## src/dilp_pkg.sv

```systemverilog
// ----------------------------------------------------------------------------
// dilp_pkg: shared types and constants of the integer list parser
// Byte classes, scan phases, queue words and character codes used by the
// front classifier, the back accumulator and the top level.
// ----------------------------------------------------------------------------
package dilp_pkg;

  // default queue depths
  localparam int unsigned CLS_DEPTH = 2;
  localparam int unsigned RES_DEPTH = 2;

  // separator after reset is a comma
  localparam logic [7:0] SEP_RESET = 8'h2C;

  // character codes
  localparam logic [7:0] CHAR_PLUS  = 8'h2B;
  localparam logic [7:0] CHAR_MINUS = 8'h2D;
  localparam logic [7:0] CHAR_ZERO  = 8'h30;
  localparam logic [7:0] CHAR_NINE  = 8'h39;
  localparam logic [7:0] CHAR_SPACE = 8'h20;
  localparam logic [7:0] CHAR_TAB   = 8'h09;
  localparam logic [7:0] CHAR_CR    = 8'h0D;

  // magnitude ceiling and positive saturation value
  localparam logic [31:0] MAG_LIMIT = 32'h8000_0000;
  localparam logic [31:0] INT_MAX   = 32'h7FFF_FFFF;

  typedef enum logic [2:0] {
    CLS_SEP,
    CLS_WHITE,
    CLS_PLUS,
    CLS_MINUS,
    CLS_DIGIT,
    CLS_OTHER
  } byte_cls_e;

  typedef enum logic [1:0] {
    PHASE_SPACE,
    PHASE_DIGITS,
    PHASE_DONE
  } scan_phase_e;

  // classified byte, front to back
  typedef struct packed {
    byte_cls_e  cls;
    logic [3:0] digit;
    logic       fin;
  } cls_word_t;

  // finished result, back to output queue
  typedef struct packed {
    logic [31:0] number;
    logic        end_of_list;
  } res_word_t;

  // token state summary from the back part
  typedef struct packed {
    logic token_started;
    logic phase_idle;
  } back_stat_t;

endpackage

```

## src/dilp_fifo.sv

```systemverilog
// ----------------------------------------------------------------------------
// dilp_fifo: short register queue
// Circular buffer with push/full and pop/empty; holds DEPTH words.
// ----------------------------------------------------------------------------
module dilp_fifo #(
  parameter int unsigned DATA_W = 8,
  parameter int unsigned DEPTH  = 2
) (
  input  logic              clk_i,
  input  logic              rst_ni,
  input  logic              push_i,
  input  logic [DATA_W-1:0] data_i,
  output logic              full_o,
  input  logic              pop_i,
  output logic [DATA_W-1:0] data_o,
  output logic              empty_o
);

  localparam int unsigned PTR_W = (DEPTH > 1) ? $clog2(DEPTH) : 1;
  localparam int unsigned CNT_W = $clog2(DEPTH + 1);
  localparam logic [PTR_W-1:0] LAST_PTR = PTR_W'(DEPTH - 1);
  localparam logic [CNT_W-1:0] FULL_CNT = CNT_W'(DEPTH);

  logic [DATA_W-1:0] mem_q [DEPTH];
  logic [PTR_W-1:0]  wr_ptr_q, wr_ptr_d;
  logic [PTR_W-1:0]  rd_ptr_q, rd_ptr_d;
  logic [CNT_W-1:0]  cnt_q, cnt_d;
  logic              do_push, do_pop;

  assign full_o  = (cnt_q == FULL_CNT);
  assign empty_o = (cnt_q == '0);
  assign do_push = push_i && !full_o;
  assign do_pop  = pop_i && !empty_o;
  assign data_o  = mem_q[rd_ptr_q];

  // pointer and count update
  always_comb begin
    wr_ptr_d = wr_ptr_q;
    rd_ptr_d = rd_ptr_q;
    cnt_d    = cnt_q;
    if (do_push) begin
      wr_ptr_d = (wr_ptr_q == LAST_PTR) ? '0 : wr_ptr_q + 1'b1;
    end
    if (do_pop) begin
      rd_ptr_d = (rd_ptr_q == LAST_PTR) ? '0 : rd_ptr_q + 1'b1;
    end
    if (do_push && !do_pop) begin
      cnt_d = cnt_q + 1'b1;
    end else if (do_pop && !do_push) begin
      cnt_d = cnt_q - 1'b1;
    end
  end

  always_ff @(posedge clk_i or negedge rst_ni) begin
    if (!rst_ni) begin
      wr_ptr_q <= '0;
      rd_ptr_q <= '0;
      cnt_q    <= '0;
    end else begin
      wr_ptr_q <= wr_ptr_d;
      rd_ptr_q <= rd_ptr_d;
      cnt_q    <= cnt_d;
    end
  end

  // storage, no reset
  always_ff @(posedge clk_i) begin
    if (do_push) begin
      mem_q[wr_ptr_q] <= data_i;
    end
  end

endmodule

```

## src/dilp_front.sv

```systemverilog
// ----------------------------------------------------------------------------
// dilp_front: byte classifier
// Holds the separator register and sorts each incoming byte into a class
// word for the back part.
// ----------------------------------------------------------------------------
module dilp_front (
  input  logic                clk_i,
  input  logic                rst_ni,
  input  logic                cfg_we_i,
  input  logic [7:0]          cfg_wdata_i,
  input  logic [7:0]          text_byte_i,
  input  logic                final_byte_i,
  output dilp_pkg::cls_word_t cls_word_o
);

  import dilp_pkg::*;

  logic [7:0] sep_q;

  // separator register
  always_ff @(posedge clk_i or negedge rst_ni) begin
    if (!rst_ni) begin
      sep_q <= SEP_RESET;
    end else if (cfg_we_i) begin
      sep_q <= cfg_wdata_i;
    end
  end

  // classify the byte, separator first
  always_comb begin
    cls_word_o.digit = text_byte_i[3:0];
    cls_word_o.fin   = final_byte_i;
    if (text_byte_i == sep_q) begin
      cls_word_o.cls = CLS_SEP;
    end else if (text_byte_i == CHAR_SPACE ||
                 (text_byte_i >= CHAR_TAB && text_byte_i <= CHAR_CR)) begin
      cls_word_o.cls = CLS_WHITE;
    end else if (text_byte_i == CHAR_PLUS) begin
      cls_word_o.cls = CLS_PLUS;
    end else if (text_byte_i == CHAR_MINUS) begin
      cls_word_o.cls = CLS_MINUS;
    end else if (text_byte_i >= CHAR_ZERO && text_byte_i <= CHAR_NINE) begin
      cls_word_o.cls = CLS_DIGIT;
    end else begin
      cls_word_o.cls = CLS_OTHER;
    end
  end

endmodule

```

## src/dilp_back.sv

```systemverilog
// ----------------------------------------------------------------------------
// dilp_back: token accumulator
// Takes class words, runs the whitespace/sign/digit scan, accumulates the
// saturated magnitude and pushes finished values into the result queue.
// ----------------------------------------------------------------------------
module dilp_back (
  input  logic                 clk_i,
  input  logic                 rst_ni,
  input  dilp_pkg::cls_word_t  cls_word_i,
  input  logic                 cls_empty_i,
  output logic                 cls_pop_o,
  input  logic                 res_full_i,
  output logic                 res_push_o,
  output dilp_pkg::res_word_t  res_word_o,
  output dilp_pkg::back_stat_t stat_o
);

  import dilp_pkg::*;

  scan_phase_e phase_q, phase_d;
  logic        started_q, started_d;
  logic        neg_q, neg_d;
  logic [31:0] mag_q, mag_d;
  logic [35:0] mag_sum;
  logic [31:0] mag_acc;

  // signed value of a token, saturated
  function automatic logic [31:0] token_value(input logic neg, input logic [31:0] mag);
    logic [31:0] v;
    if (neg) begin
      v = (mag >= MAG_LIMIT) ? MAG_LIMIT : (32'd0 - mag);
    end else begin
      v = (mag >= MAG_LIMIT) ? INT_MAX : mag;
    end
    return v;
  endfunction

  // magnitude times ten plus digit, held at the limit
  assign mag_sum = {1'b0, mag_q, 3'b000} + {3'b000, mag_q, 1'b0} + {32'd0, cls_word_i.digit};
  assign mag_acc = (mag_sum > {4'd0, MAG_LIMIT}) ? MAG_LIMIT : mag_sum[31:0];

  // scan step
  always_comb begin
    phase_d    = phase_q;
    started_d  = started_q;
    neg_d      = neg_q;
    mag_d      = mag_q;
    cls_pop_o  = 1'b0;
    res_push_o = 1'b0;
    res_word_o.number      = token_value(neg_q, mag_q);
    res_word_o.end_of_list = cls_word_i.fin;
    if (!cls_empty_i && !res_full_i) begin
      cls_pop_o = 1'b1;
      if (cls_word_i.cls == CLS_SEP) begin
        // separator ends the token, empty tokens give nothing
        res_push_o = started_q;
        started_d  = 1'b0;
        phase_d    = PHASE_SPACE;
        neg_d      = 1'b0;
        mag_d      = '0;
      end else begin
        started_d = 1'b1;
        case (phase_q)
          PHASE_SPACE: begin
            case (cls_word_i.cls)
              CLS_WHITE: begin
              end
              CLS_PLUS: begin
                neg_d   = 1'b0;
                phase_d = PHASE_DIGITS;
              end
              CLS_MINUS: begin
                neg_d   = 1'b1;
                phase_d = PHASE_DIGITS;
              end
              CLS_DIGIT: begin
                phase_d = PHASE_DIGITS;
                mag_d   = mag_acc;
              end
              default: begin
                phase_d = PHASE_DONE;
              end
            endcase
          end
          PHASE_DIGITS: begin
            if (cls_word_i.cls == CLS_DIGIT) begin
              mag_d = mag_acc;
            end else begin
              phase_d = PHASE_DONE;
            end
          end
          default: begin
          end
        endcase
        // last byte of the string always emits the token
        res_word_o.number      = token_value(neg_d, mag_d);
        res_word_o.end_of_list = 1'b1;
        res_push_o             = cls_word_i.fin;
      end
      // back to reset state after the last byte
      if (cls_word_i.fin) begin
        started_d = 1'b0;
        phase_d   = PHASE_SPACE;
        neg_d     = 1'b0;
        mag_d     = '0;
      end
    end
  end

  always_ff @(posedge clk_i or negedge rst_ni) begin
    if (!rst_ni) begin
      phase_q   <= PHASE_SPACE;
      started_q <= 1'b0;
      neg_q     <= 1'b0;
      mag_q     <= '0;
    end else begin
      phase_q   <= phase_d;
      started_q <= started_d;
      neg_q     <= neg_d;
      mag_q     <= mag_d;
    end
  end

  // status summary
  assign stat_o.token_started = started_q;
  assign stat_o.phase_idle    = (phase_q == PHASE_SPACE) && !neg_q && (mag_q == '0);

endmodule

```

## src/delimited_integer_list_parser_top.sv

```systemverilog
// ----------------------------------------------------------------------------
// delimited_integer_list_parser_top: delimited decimal integer list parser
// Splits a byte stream at a configurable separator and converts each
// non-empty token to a saturated signed 32-bit integer.
// ----------------------------------------------------------------------------
// Usage:
//   Input side is a queue: drive text_byte_i and final_byte_i and raise
//   push; the word is taken at a clock edge where push is high and full is
//   low. Output side is a queue too: while empty is low, number_o and
//   end_of_list_o show the oldest result; pop takes it.
//   The separator is written through cfg_we_i / cfg_wdata_i while idle.
// Path: the word that ends a token is registered in the class queue, then
//   the back part pops it and writes the result, which is registered in
//   the result queue that drives the output ports.
// Throughput: one byte per cycle while the result queue is not full; the
//   combinational times-ten-plus-digit update in the back part sets this.
// Reset: both queues empty, token state cleared, separator set to comma.
// Stall: when pop stays low the result queue fills, the back part stops
//   taking class words, the class queue fills and full rises.
// ----------------------------------------------------------------------------
module delimited_integer_list_parser_top #(
  parameter int unsigned CLS_QUEUE_DEPTH = dilp_pkg::CLS_DEPTH,
  parameter int unsigned RES_QUEUE_DEPTH = dilp_pkg::RES_DEPTH
) (
  input  logic        clk_i,
  input  logic        rst_ni,
  input  logic        cfg_we_i,
  input  logic [7:0]  cfg_wdata_i,
  input  logic        push,
  output logic        full,
  input  logic [7:0]  text_byte_i,
  input  logic        final_byte_i,
  output logic        empty,
  input  logic        pop,
  output logic [31:0] number_o,
  output logic        end_of_list_o
);

  import dilp_pkg::*;

  cls_word_t  cls_in, cls_out;
  logic       cls_empty, cls_pop;
  res_word_t  res_in, res_out;
  logic       res_push, res_full;
  back_stat_t stat;

  // classify incoming bytes
  dilp_front u_front (
    .clk_i       (clk_i),
    .rst_ni      (rst_ni),
    .cfg_we_i    (cfg_we_i),
    .cfg_wdata_i (cfg_wdata_i),
    .text_byte_i (text_byte_i),
    .final_byte_i(final_byte_i),
    .cls_word_o  (cls_in)
  );

  // queue between front and back
  dilp_fifo #(
    .DATA_W($bits(cls_word_t)),
    .DEPTH (CLS_QUEUE_DEPTH)
  ) u_cls_fifo (
    .clk_i  (clk_i),
    .rst_ni (rst_ni),
    .push_i (push),
    .data_i (cls_in),
    .full_o (full),
    .pop_i  (cls_pop),
    .data_o (cls_out),
    .empty_o(cls_empty)
  );

  // token scan and accumulate
  dilp_back u_back (
    .clk_i      (clk_i),
    .rst_ni     (rst_ni),
    .cls_word_i (cls_out),
    .cls_empty_i(cls_empty),
    .cls_pop_o  (cls_pop),
    .res_full_i (res_full),
    .res_push_o (res_push),
    .res_word_o (res_in),
    .stat_o     (stat)
  );

  // result queue toward the receiver
  dilp_fifo #(
    .DATA_W($bits(res_word_t)),
    .DEPTH (RES_QUEUE_DEPTH)
  ) u_res_fifo (
    .clk_i  (clk_i),
    .rst_ni (rst_ni),
    .push_i (res_push),
    .data_i (res_in),
    .full_o (res_full),
    .pop_i  (pop),
    .data_o (res_out),
    .empty_o(empty)
  );

  assign number_o      = res_out.number;
  assign end_of_list_o = res_out.end_of_list;

`ifndef SYNTHESIS
  // back part never consumes a word it could not deliver
  a_pop_needs_room: assert property (@(posedge clk_i) disable iff (!rst_ni)
    cls_pop |-> !res_full)
    else $error("class word taken while result queue full");

  // token state is clean after the last byte of a string
  a_final_clears: assert property (@(posedge clk_i) disable iff (!rst_ni)
    (cls_pop && cls_out.fin) |=> (!stat.token_started && stat.phase_idle))
    else $error("token state not cleared after final byte");

  // an empty token gives no result
  a_empty_token: assert property (@(posedge clk_i) disable iff (!rst_ni)
    (cls_pop && cls_out.cls == CLS_SEP && !stat.token_started) |-> !res_push)
    else $error("result pushed for empty token");

  // a final non-separator byte always gives a result
  a_final_emits: assert property (@(posedge clk_i) disable iff (!rst_ni)
    (cls_pop && cls_out.fin && cls_out.cls != CLS_SEP) |-> (res_push && res_in.end_of_list))
    else $error("final byte did not emit a result");
`endif

endmodule
```

## config.mk

```make
export PLATFORM = sky130hd
export DESIGN_NAME = delimited_integer_list_parser_top
export DESIGN_NICKNAME = d
export VERILOG_FILES = /design/src/dilp_pkg.sv /design/src/dilp_fifo.sv /design/src/dilp_front.sv /design/src/dilp_back.sv /design/src/delimited_integer_list_parser_top.sv
export SDC_FILE = /design/constraint.sdc
export NUM_CORES = 1
export LEC_CHECK = 0
export ABC_CLOCK_PERIOD_IN_PS = 9950
export BUFFER_PORTS_ARGS = -buffer_cell sky130_fd_sc_hd__clkbuf_2
export CORE_MARGIN = 2
export CORE_UTILIZATION = 50
export CTS_BUF_LIST = sky130_fd_sc_hd__clkbuf_8 sky130_fd_sc_hd__clkbuf_16
export CTS_CLUSTER_DIAMETER = 100
export DETAILED_ROUTE_END_ITERATION = 10
export PLACE_DENSITY = 0.67
export SLEW_MARGIN = 20
export SYNTH_ARGS = -nofsm -noshare
export SYNTH_HDL_FRONTEND = slang
export SYNTH_SLANG_ARGS = --single-unit
```

## constraint.sdc

```tcl
create_clock -name clk_i -period 9.95 [get_ports clk_i]
set_input_delay 2.4875 -clock clk_i [delete_from_list [all_inputs] [get_ports clk_i]]
set_output_delay 2.4875 -clock clk_i [all_outputs]
set_load 0.01 [all_outputs]
```

==> summary.md, run 1 <==
| Metric | Value |
|---|---|
| Fin util | 0.552 |
| Synthesized flop and latch total | 134 |
| Distinct cell type count after synthesis | 88 |
| Crit path time final | 7.11 ns |
| Met1 GRT Util | 0.399 |
| Avg Synthesized Cell Area | 8.92 sq um |
| Final period utilization | 0.715 |
| Die area | 23,000 sq um |
| Max cap viols | 0 |
| Number of global-route vias before repair | 8,908 |
| CP startpoint | u_cls_fifo.rd_ptr_q |
| Reg-to-reg startpoint | u_cls_fifo.rd_ptr_q |
| Largest family of logic cells by synthesized area | compound AO/OA/AOI/OAI gates |
| Share of cells above drive strength 1 | 0.155 |
| Met2 Usage GRT | 0.399 |
| Mux share of post-synthesis cell area | 0.0599 |
| Slew Limit Fails | 0 |
| Status | finished clean |
| Startpoint Class | register |
| Synth Cell Area | 10,900 sq um |
| Warnings, synthesis | 0 |
| M3 GR Usage | 0.0434 |
| Placed cells | 1,505 |
| Register area share after synthesis | 0.346 |
| Num ports | 57 |
| Hold crit path type | reg2reg |
| CTS root buf | clkbuf_16 |
| WL final | 30.8 mm |
| Dpl hpwl | 22.3 mm |
| Vias post-DR | 9,765 |
| Die W | 152 um |
| Fmax | 141 MHz |
| Setup Viol. Count Final | 0 |
| Clock Tree Buf Depth | 2 |
| Post_cts resized | 0 |
| Post-Layout Cell Count | 1,537 |
| GRT overflow | 0 |
| Core area | 21,600 sq um |
| CP endpoint kind | register |
| Peak VDD IR | 0.161 mV |
| Worst-path maximum fanout | 11 |
| Nets | 1,335 |
| GRT Util Overall | 0.269 |
| Die Span Y | 152 um |
| Clk_skew | 0.0180 ns |
| Htree depth | 4 |
| Top FF cell, synth | edfxtp_1 |
| Clk sinks | 134 |
| Post-synth ARST share | 0.388 |
| Hold Fails Final Rpt | 0 |
| Critical Path Sink | u_res_fifo.mem_q[1][21] |
| R2r worst-path depth | 20 |
| Dpl ws | 3.00 ns |
| Unrepaired setup endpoints after global routing | false |
| Tightest Pin Transition | 1.17 ns |
| Pleak | 4.98 nW |
| Critical path type | reg2reg |
| Mapped Nets | 1,313 |
| Total CTS buffers | 17 |
| Largest net degree at the start of global routing | 56 |
| CTS tree | built |
| Worst-path clk slew | 0.07 ns |
| RePlAce Congestion | 0.960 |
| Row Count | 54 |
| Post-Syn Instances | 1,222 |
| Worst path arrival time | 7.24 ns |
| Worst EP required | 10.08 ns |
| Clock latency on the worst-skew pair | 0.44 ns |
| Initial Utilization | 0.504 |
| Hold Buf Count CTS | 0 |
| Slew margin rel. | 0.217 |
| Flop2flop setup slack | 2.84 ns |
| First-pass GRT wire length | 48.4 mm |
| Post-Synth Adder-Cell Area | 0.0806 |
| Power per cell area | 308 nW/um^2 |
| Most congested layer reported by global routing | met2 |
| # fillers | 1,996 |
| Setup bufs post-CTS | 0 |
| Vias per cell | 6.35 |
| Worst Setup Slack, final | 2.84 ns |
| Setup_tns | 0 ns |
| Commonest non-fill, non-tap cells in the layout | nand2_1 (144), nor2_1 (102), o21ai_0 (98), edfxtp_1 (82), a21oi_1 (79) |
| Synth-to-Final Area Change | 9.55% |
| Post-synthesis compound-gate area fraction | 0.246 |
| Detail Route Antenna Nets | 0 |
| Xor/xnor share of the synthesized area | 0.0611 |
| Initial antenna violation count | 0 |
| Initial DRC Count | 1,148 |
| Critical R2R Capture | u_res_fifo.mem_q[1][21] |
| DRT Pass-1 Iters | 6 |
| # DRC | 0 |
| Synth Area in Simple Gates | 0.173 |
| Port Buf Inserts | 56 |
| Diode count | 0 |
| WL/cell | 20.0 um |
| Commonest non-fill, non-tap cell in the layout | nand2_1 |
| Post-synth EDFFs | 82 |
==> stage by stage <==
step,hold WS [ns],power (W),area [sq um]
finish,0.475,0.00368,11900
global route,0.522,0.00393,11900
CTS,0.482,0.00366,11900
detailed placement,0.463,0.00304,11400
global placement,0.456,0.00299,11400
floorplan,0.442,0.00244,10900
==> layout make-up <==
type                       count  area, sq um  area share
inverter                      25         93.8     0.00786
sequential                   134         3770       0.315
tap                          280          350      0.0293
clock buffer                  17          425      0.0356
clock inverter                15          131      0.0110
multi-input combinational    995         6780       0.568
timing repair buffer          71          393      0.0329
==> metal layers <==
metal | vias to the layer above | routed length, um
li1 | 4631 | -
met3 | 75 | 2460
met4 | 0 | 798
met5 | - | 0
met1 | 4598 | 14300
met2 | 461 | 13300
==> power by group <==
group	switching, W	internal (W)	total, W
combinational	0.00135	0.000749	0.00210
sequential	0.0000822	0.000887	0.000969
clock	0.000278	0.000329	0.000606
total	0.00171	0.00196	0.00368
==> Yosys cell counts, types with 13 or more instances <==
cell	n	area (sq um)
nand2_1	144	541
nor2_1	102	383
o21ai_0	98	490
edfxtp_1	82	2460
a21oi_1	80	400
ha_1	67	838
mux2_2	50	563
clkbuf_1	49	184
dfrtp_1	49	1230
xor2_1	48	420
nor3_1	32	160
xnor2_1	28	245
nand3_1	25	125
inv_1	24	90.1
o31ai_1	24	180
o211ai_1	20	150
a22o_1	18	158
or3_1	17	106
o21ai_1	15	75.1
a21o_1	14	105
nor4_1	13	81.3
==> flip-flops by register name (all words and copies together), names as in the netlist <==
signal,cells
u_cls_fifo.wr_ptr_q,1
u_cls_fifo.rd_ptr_q,1
u_back.phase_q,2
u_front.sep_q,8
u_back.neg_q,1
u_res_fifo.wr_ptr_q,1
u_res_fifo.rd_ptr_q,1
u_res_fifo.mem_q,66
u_cls_fifo.mem_q,16
u_cls_fifo.cnt_q,2
u_back.started_q,1
u_res_fifo.cnt_q,2
u_back.mag_q,32
==> worst min-delay path by stage <==
stage	start	endpoint	depth (start not counted)
after floorplan	u_back.started_q	u_back.started_q	2
after global placement	u_back.started_q	u_back.started_q	2
after detailed placement	u_back.started_q	u_back.started_q	2
after CTS	u_back.started_q	u_back.started_q	2
after global routing	u_back.started_q	u_back.started_q	2
final	u_back.started_q	u_back.started_q	2
==> worst max-delay path, cell delays in order, from the launching register on <==
cell      delay, ns
dfrtp_1        0.61
mux2_2         0.40
ha_1           0.28
ha_1           0.20
inv_1          0.07
fa_1           0.44
nor2b_1        0.28
o31ai_1        0.16
a211oi_1       0.54
a21oi_1        0.24
a311oi_1       0.72
nor3_1         0.22
a41o_1         0.45
a22oi_1        0.31
ha_1           0.24
o21ai_0        0.23
a21oi_1        0.43
o311ai_4       0.28
o41ai_2        0.43
xnor2_1        0.16
o21ai_1        0.11
==> logic make-up (layout without fill, tap and decap cells) <==
| family | count (synthesis) | count (layout) |
|---|---|---|
| AND/OR/NAND/NOR | 400 | 400 |
| AO/OA/AOI/OAI | 391 | 391 |
| flip-flops | 134 | 134 |
| buffers and inverters | 93 | 128 |
| XOR/XNOR | 76 | 76 |
| adder cells (fa/ha/maj) | 69 | 69 |
| multiplexers | 59 | 59 |
(Power assumes the default switching activity.)
==> run 2, diff against run 1 <==
--- a/config.mk
+++ b/config.mk
@@ -5,14 +5,14 @@
 export SDC_FILE = /design/constraint.sdc
 export NUM_CORES = 1
 export LEC_CHECK = 0
-export ABC_CLOCK_PERIOD_IN_PS = 9950
+export ABC_CLOCK_PERIOD_IN_PS = 5900
 export BUFFER_PORTS_ARGS = -buffer_cell sky130_fd_sc_hd__clkbuf_2
 export CORE_MARGIN = 2
 export CORE_UTILIZATION = 50
 export CTS_BUF_LIST = sky130_fd_sc_hd__clkbuf_8 sky130_fd_sc_hd__clkbuf_16
 export CTS_CLUSTER_DIAMETER = 100
 export DETAILED_ROUTE_END_ITERATION = 10
-export PLACE_DENSITY = 0.67
+export PLACE_DENSITY = 0.7
 export SLEW_MARGIN = 20
 export SYNTH_ARGS = -nofsm -noshare
 export SYNTH_HDL_FRONTEND = slang
==> constraint.sdc (replaced) <==
create_clock -name clk_i -period 5.9 [get_ports clk_i]
set_input_delay 1.475 -clock clk_i [delete_from_list [all_inputs] [get_ports clk_i]]
set_output_delay 1.475 -clock clk_i [all_outputs]
set_load 0.01 [all_outputs]
==> run 2 against run 1 <==
Effect of this change: power is 77% higher; first-iteration DRC count is 3.2% higher; via count is 3.4% higher; maximum frequency is 25% higher; critical path depth is 3 higher; final area is 6.1% higher; non-clock buffer count is 69 higher; utilization is 3.4 points higher; global-route usage is 0.70 points higher; sequential power is 66% higher; worst setup slack worse by 2.6 ns; clock skew is 0.0068 ns lower; critical endpoint is now u_res_fifo.mem_q[1][25].
==> summary.md, run 2 (synthesis gave the netlist of run 1 again) <==
| Metric | Value |
|---|---|
| Biggest regs | u_res_fifo.mem_q x66, u_back.mag_q x32, u_cls_fifo.mem_q x16 |
| WL/cell | 20.1 um |
| Commonest non-fill, non-tap cells in the layout | nand2_1 (144), nor2_1 (102), o21ai_0 (96), buf_4 (83), edfxtp_1 (82) |
| CP endpoint kind | register |
| Hold Fails Final Rpt | 0 |
| Slowest CP cell | fa_1 |
| Initial Utilization | 0.504 |
| First-pass GRT wire length | 49.5 mm |
| Setup Viol. Count Final | 0 |
| Detail Route Antenna Nets | 0 |
| Share of cells above drive strength 1 | 0.218 |
| Worst-path maximum fanout | 8 |
| DRT Pass-1 Iters | 6 |
| CTS root buf | clkbuf_16 |
| RePlAce Congestion | 1.01 |
| Hold path start | u_cls_fifo.wr_ptr_q |
| WL final | 32.2 mm |
| Die Span Y | 152 um |
| Slew margin rel. | 0.306 |
| Largest net degree at the start of global routing | 56 |
| CP startpoint | u_cls_fifo.rd_ptr_q |
| Tightest Pin Transition | 1.04 ns |
| CTS tree | built |
| Commonest non-fill, non-tap cell in the layout | nand2_1 |
| Fin util | 0.586 |
| Worst path max stage delay | 0.56 ns |
| Critical path type | reg2reg |
| Status | finished clean |
| Internal | 0.00356 W |
| Number of global-route vias before repair | 9,147 |
| Final period utilization | 0.965 |
| Power per cell area | 512 nW/um^2 |
| Port Buf Inserts | 56 |
| Sequential power share | 0.248 |
| Worst path arrival time | 5.82 ns |
| Num ports | 57 |
| Reg-to-reg startpoint | u_cls_fifo.rd_ptr_q |
| Crit path time final | 5.69 ns |
| Fmax | 176 MHz |
| GRT Util Overall | 0.276 |
| Die W | 152 um |
| Worst-path cell chain | mux2i_2, fa_1, inv_1, ha_1, a211o_1, a221oi_1, o41ai_1, o31ai_1, and2_1, xor2_1, and4bb_2, a41o_4, nand2_1, o21ai_0, inv_1, ha_1, o21ai_2, a21oi_1, buf_4, o311ai_4, o41ai_2, xnor2_1, o21ai_1 |
| # DRC | 0 |
| Unrepaired setup endpoints after global routing | true |
| Nets | 1,404 |
| Max cap viols | 0 |
| R2r worst-path depth | 23 |
| Clk_skew | 0.0111 ns |
| Core area | 21,600 sq um |
| Total CTS buffers | 17 |
| Clock latency on the worst-skew pair | 0.43 ns |
| Diode count | 0 |
| GRT overflow | 0 |
| Most flop-heavy register | u_res_fifo.mem_q |
| Sw frac | 0.451 |
| Clk sinks | 134 |
| Startpoint Class | register |
| Pleak | 5.37 nW |
| Hold crit path type | reg2reg |
| Logic gate share of total power | 0.577 |
| Flip-flop count of the largest register after layout | 66 |
| Clock Tree Buf Depth | 2 |
| Peak VDD IR | 0.279 mV |
| Die area | 23,000 sq um |
| Vias post-DR | 10,100 |
| Hold Buf Count CTS | 0 |
| Dpl hpwl | 23.8 mm |
| Worst-path clk slew | 0.07 ns |
| Hold Slack | 0.493 ns |
| Vias per cell | 6.29 |
| Switching power total | 0.00293 W |
| Flop2flop setup slack | 0.21 ns |
| Row Count | 54 |
| Initial antenna violation count | 0 |
| Htree depth | 4 |
| Initial DRC Count | 1,185 |
| Hold path cells | 1 |
| Worst EP required | 6.02 ns |
| Slew Limit Fails | 0 |
| Synth-to-Final Area Change | 16.3% |
| Clock share of power | 0.174 |
==> run 2: cell count changes in the layout (fill, tap and decap cells not counted), moves of 2 or more <==
| cell | change |
|---|---|
| bufinv_16 | +3 |
| mux2i_2 | +2 |
| nor4_1 | -2 |
| clkinv_4 | +2 |
| o31ai_1 | -2 |
| clkinvlp_4 | -2 |
| mux2i_1 | -2 |
| buf_4 | +68 |
| o21ai_0 | -2 |
| inv_8 | -3 |
| o21ai_2 | +3 |
| o31ai_2 | +2 |
| nor4_2 | +2 |
==> run 2: metrics by stage <==
stage / instance area [sq um] / setup slack, ns / total power, W / TNS (ns) / instances
2_1_floorplan: 10900 / 0.239 / 0.00412 / 0 / 1222
3_3_place_gp: 11800 / 0.0225 / 0.00513 / 0 / 1566
3_5_place_dp: 11800 / -0.169 / 0.00523 / -2.47 / 1566
4_1_cts: 12500 / 0.000964 / 0.00639 / 0 / 1598
5_1_grt: 12700 / -0.0215 / 0.00688 / -0.0704 / 1606
6_report: 12700 / 0.208 / 0.00649 / 0 / 1606
==> run 2: repair_timing <==
action	in CTS	in global routing
pin swaps	0	13
setup buffers	0	8
resized for setup	8	24
setup endpoints to repair	24	28
cloned	0	0
==> run 2: per-layer routing <==
layer  track usage  share of wire
met5             0              0
met4        0.0935          0.031
met3        0.0482          0.085
met2         0.416           0.44
met1         0.399           0.45
==> run 2: final cells by class <==
| type | instances | area, sq um |
|---|---|---|
| Sequential cell | 134 | 3770 |
| Timing Repair Buffer | 140 | 915 |
| Clock buffer | 17 | 425 |
| Clock inverter | 15 | 190 |
| Fill cell | 1884 | 8940 |
| Multi-Input combinational cell | 995 | 6930 |
| Inverter | 25 | 93.8 |
| Tap cell | 280 | 350 |
==> run 2: path summary, 6_finish.rpt <==
path                                                 to
worst max-delay path            u_res_fifo.mem_q[1][25]
worst min register to register      u_cls_fifo.wr_ptr_q
worst min-delay path                u_cls_fifo.wr_ptr_q
min in group asynchronous           u_res_fifo.cnt_q[1]
worst max register to register  u_res_fifo.mem_q[1][25]
max in group asynchronous           u_cls_fifo.rd_ptr_q
==> run 2: power groups by stage <==
stage / sequential (W) / clock, W / combinational, W
6_report: 0.00161 / 0.00113 / 0.00375
5_1_grt: 0.00165 / 0.00118 / 0.00406
4_1_cts: 0.00161 / 0.00114 / 0.00364
3_5_place_dp: 0.00162 / 0 / 0.00361
3_3_place_gp: 0.00160 / 0 / 0.00353
2_1_floorplan: 0.00159 / 0 / 0.00252
==> run 2: critical path, delay by kind of cell (launching register included) <==
family | cells | cell delay [ns]
AOI/OAI and AO/OA | 11 | 2.56
DFF | 1 | 0.44
buffers and inverters | 3 | 0.31
muxes | 1 | 0.17
xor gates and xnor gates | 2 | 0.26
and+or+nand+nor | 3 | 0.57
adders and majority gates | 3 | 1.07
